--- config.mk ---
export PLATFORM = sky130hd
export DESIGN_NAME = v3alu_queue
export DESIGN_NICKNAME = d
export VERILOG_FILES = /design/src/rtl/v3alu_pkg.sv /design/src/rtl/v3alu_queue.sv
export SDC_FILE = /design/constraint.sdc
export NUM_CORES = 1
export LEC_CHECK = 0
export BUFFER_PORTS_ARGS = -buffer_cell sky130_fd_sc_hd__buf_2
export CORE_MARGIN = 2
export CORE_UTILIZATION = 30
export DETAILED_ROUTE_END_ITERATION = 8
export PLACE_DENSITY = 0.6
export SLEW_MARGIN = 20
export SYNTH_ARGS = -nofsm -noshare
export SYNTH_HDL_FRONTEND = slang
export SYNTH_SLANG_ARGS = --single-unit
--- constraint.sdc ---
create_clock -name clk -period 29.9 [get_ports clk]
set_input_delay 5.98 -clock clk [delete_from_list [all_inputs] [get_ports clk]]
set_output_delay 5.98 -clock clk [all_outputs]
set_load 0.01 [all_outputs]
--- src/rtl/v3alu_pkg.sv ---
// Shared types, opcode codes and saturation helper for the vector ALU.
// Used by every module of the block; depends on nothing.
`default_nettype none

package v3alu_pkg;

	localparam logic [2:0] OP_ADD   = 3'd0;
	localparam logic [2:0] OP_SUB   = 3'd1;
	localparam logic [2:0] OP_SCALE = 3'd2;
	localparam logic [2:0] OP_DOT   = 3'd3;
	localparam logic [2:0] OP_CROSS = 3'd4;
	localparam logic [2:0] OP_NORM  = 3'd5;

	localparam logic signed [65:0] Q_MAX = 66'sd2147483647;
	localparam logic signed [65:0] Q_MIN = -66'sd2147483648;

	typedef enum logic [1:0] {
		CLS_FAST,
		CLS_ITER,
		CLS_NONE
	} v3alu_cls_t;

	typedef struct packed {
		logic [2:0]         opcode;
		logic signed [31:0] ax;
		logic signed [31:0] ay;
		logic signed [31:0] az;
		logic signed [31:0] bx;
		logic signed [31:0] by;
		logic signed [31:0] bz;
		logic signed [31:0] factor;
	} v3alu_cmd_t;

	typedef struct packed {
		logic signed [31:0] rx;
		logic signed [31:0] ry;
		logic signed [31:0] rz;
		logic signed [31:0] scalar_out;
		logic               overflow;
		logic               zero_length;
	} v3alu_res_t;

	typedef struct packed {
		v3alu_cmd_t cmd;
		v3alu_cls_t cls;
	} v3alu_entry_t;

	typedef struct packed {
		logic full;
		logic empty;
	} v3alu_qstat_t;

	typedef struct packed {
		logic               busy;
		logic               done;
		logic               zero;
		logic signed [31:0] rx;
		logic signed [31:0] ry;
		logic signed [31:0] rz;
	} v3alu_nrm_t;

	// Returns {saturated, value} for an exact signed total.
	function automatic logic [32:0] sat32(input logic signed [65:0] v);
		logic [32:0] r;
		if (v > Q_MAX) begin
			r = {1'b1, Q_MAX[31:0]};
		end else if (v < Q_MIN) begin
			r = {1'b1, Q_MIN[31:0]};
		end else begin
			r = {1'b0, v[31:0]};
		end
		return r;
	endfunction

endpackage

`default_nettype wire

--- src/rtl/v3alu_queue.sv ---
// Two-entry queue between the front end and the execution back end.
// Depends on v3alu_pkg.
`default_nettype none

module v3alu_queue (
	input  wire logic                    clk,
	input  wire logic                    arst_n,
	input  wire logic                    push,
	input  wire v3alu_pkg::v3alu_entry_t push_data,
	input  wire logic                    pop,
	output v3alu_pkg::v3alu_entry_t      pop_data,
	output v3alu_pkg::v3alu_qstat_t      qstat
);
	import v3alu_pkg::*;

	v3alu_entry_t mem_q [2];
	logic         wr_q;
	logic         rd_q;
	logic [1:0]   cnt_q;

	always_ff @(posedge clk or negedge arst_n) begin
		if (!arst_n) begin
			wr_q  <= 1'b0;
			rd_q  <= 1'b0;
			cnt_q <= 2'd0;
		end else begin
			if (push) begin
				wr_q <= !wr_q;
			end
			if (pop) begin
				rd_q <= !rd_q;
			end
			if (push && !pop) begin
				cnt_q <= cnt_q + 2'd1;
			end else if (pop && !push) begin
				cnt_q <= cnt_q - 2'd1;
			end
		end
	end

	always_ff @(posedge clk) begin
		if (push) begin
			mem_q[wr_q] <= push_data;
		end
	end

	assign pop_data    = mem_q[rd_q];
	assign qstat.full  = (cnt_q == 2'd2);
	assign qstat.empty = (cnt_q == 2'd0);

endmodule

`default_nettype wire

==> flow_metrics.tcl <==
set metrics [dict create \
    switchingPower_w 0.000602 \
    ys_ff_latch 462 \
    cts_tree "done" \
    r2r_cells 3 \
    p_comb_share_pct 30.5 \
    grt_pass1_vias 8869 \
    drt_first_pass_iters 4 \
    worstMarginPinSlew_ns 1.08 \
    cap_viol_max_count 0 \
    fin_setup_tns_ns 0 \
    hold_depth 1 \
    hpwlAfterDp_um 24400 \
    r2r_slack_ns 26.91 \
    clk_latency_ns 0.57 \
    grt_pass1_wl_um 52100 \
    syn_area_per_cell_um2 24.3 \
    drtIter0Drc 248 \
    dpl.cell_count 1946 \
    grt_overflow 0 \
    holdBufCountCts 0 \
    hold_viol 0 \
    num_io_pins 464 \
    clk_pin_slew_ns 0.06 \
    pwr-share-clk_pct 26.6 \
    placementRows 89 \
    cts_root_buffer "clkbuf_16" \
    fmax_mhz 108 \
    num-nets-final 1458 \
    synth_area_leaders "edfxtp_1 (78%), mux2_4 (17%), buf_12 (2.5%)" \
    rsz0062_at_grt "false" \
    track_usage_pct 11.3 \
    start_util_pct 30.2 \
    seq_power_share_pct 43.0 \
    critPathLaunchType "register" \
    vias 8467 \
    fin_crit_sh_pct 30.9 \
    cts_buffers 49 \
    slew_violations 0 \
    fin_cells 2033 \
    antenna_found_initial 6 \
    syn_to_final_growth_pct 24.8 \
    portBuffers 463 \
    gp_congestion 0.735 \
    grt_max_degree 162 \
    leakage_nw 8.73 \
    hold_path.class "reg -> reg" \
    synthCells 729 \
    slew-limit-headroom_pct 28.1 \
    post-cts-setup-buffers 0 \
    crit_type "reg -> out" \
    netlist_area_um2 17700 \
    critPathMaxFanout 60 \
    powerDensity_nw_per_um2 95.5 \
    netlist-cell-type-count 14 \
    status "finished, final reports clean" \
    synth_top_area_share_pct 77.5 \
    drc 0 \
    switching_share_pct 28.5 \
    cts_resized 0 \
    required_ns 23.92 \
    cts.path.max_buffers 3 \
    cts-htree-levels 2 \
    chipWidth_um 247 \
    synth_nets 963 \
    cts_sinks 462 \
    ant_nets 0 \
    die_y_um 247 \
    die_area_um2 61100 \
    routedWlPerCell_um 17.8 \
    worstSetupEndpointType "primary output" \
    ir_drop_v 0.0000833 \
    fp.coreArea_um2 58700 \
    yosysSeqAreaShare_pct 78.1 \
    ys_warn_count 0 \
    synth_top_area_cell "edfxtp_1" \
    post-route-util_pct 37.7 \
    drive_gt1_share_pct 60.9 \
    final.setup_skew_ns 0.0193 \
    intPower_w 0.00151 \
    wl_um 36200 \
    setup_viol 0 \
    finalWorstPathRequiredPeriod_ns 9.23 \
    route.detailed.vias_per_inst 4.16 \
    arrival_ns 3.25 \
]
==> through the flow <==
stage	worst slack, ns	total power, W	hold WS, ns	area [um^2]
after floorplan	13.21	0.00143	0.455	17700
after global placement	21.19	0.00158	0.475	20600
after detailed placement	21.19	0.00158	0.480	20600
after CTS	20.55	0.00215	0.495	22100
after global routing	20.48	0.00222	0.540	22100
final	20.67	0.00211	0.491	22100
==> critical path, cell delays in order (launching register included) <==
cell	delay [ns]
dfrtp_4	1.09
buf_4	0.90
mux2_4	0.36
buf_2	0.15
==> per-layer routing <==
layer | GRT usage (%) | share of wire [%] | vias up
met4 | 3.54 | 2.2 | 6
met1 | 12.8 | 38 | 4188
li1 | - | - | 3910
met3 | 4.48 | 9.7 | 61
met2 | 19.3 | 50 | 302
met5 | 0 | 0.11 | -
==> cell usage after synthesis <==
cell        n
edfxtp_1  458
mux2_4    200
mux2_2     29
buf_12     22
dfrtp_1     4
xor2_1      4
buf_2       3
nor2_1      2
nor2b_1     2
and2_1      1
buf_6       1
ha_1        1
inv_1       1
xnor2_1     1
==> power groups by stage <==
stage / combinational [W] / clock, W / sequential (W)
detailed placement: 0.000657 / 0 / 0.000924
finish: 0.000644 / 0.000562 / 0.000908
global route: 0.000691 / 0.000609 / 0.000922
global placement: 0.000658 / 0 / 0.000917
CTS: 0.000659 / 0.000584 / 0.000911
floorplan: 0.000498 / 0 / 0.000937
==> state kept, by name, indices dropped and copies added, names as in the netlist <==
signal	count
cnt_q	2
mem_q	458
wr_q	1
rd_q	1
==> cells in the final DEF (no fill, tap or decap), drive strengths merged <==
master    count
buf         470
edfxtp      458
mux2        229
clkbuf       62
clkinv       16
xor2          4
clkinvlp      4
dfrtp         4
diode         2
nor2          2
bufinv        2
nor2b         2
inv           2
and2          1
xnor2         1
ha            1
==> area by class of cell <==
class                      count  area (um^2)
clock buffer                  62         1320
tap                          773          967
antenna                        2         5.00
timing repair buffer         470         2390
multi-input combinational    240         3420
sequential                   462        13900
inverter                       1         3.75
clock inverter                23          166
fill                        5444        36600
==> final timing paths <==
path                       startpoint           end
max                              rd_q  pop_data[25]
min                          cnt_q[1]      cnt_q[1]
max reg2reg                      wr_q  mem_q[1][35]
min reg2reg                  cnt_q[1]      cnt_q[1]
max in group asynchronous      arst_n          rd_q
min in group asynchronous      arst_n      cnt_q[1]
==> kinds of logic (layout without fill, tap and decap cells) <==
kind of cell               Yosys count  in the layout  share of synthesized area (%)
muxes                              229            229                           18.8
xor gates and xnor gates             5              5                          0.247
adders and majority gates            1              1                         0.0705
and+or+nand+nor                      5              5                          0.148
DFF                                462            462                           78.1
buffers and inverters               27            556                           2.65
other                                0              2                              0
Power figures use the tool's default switching activity.
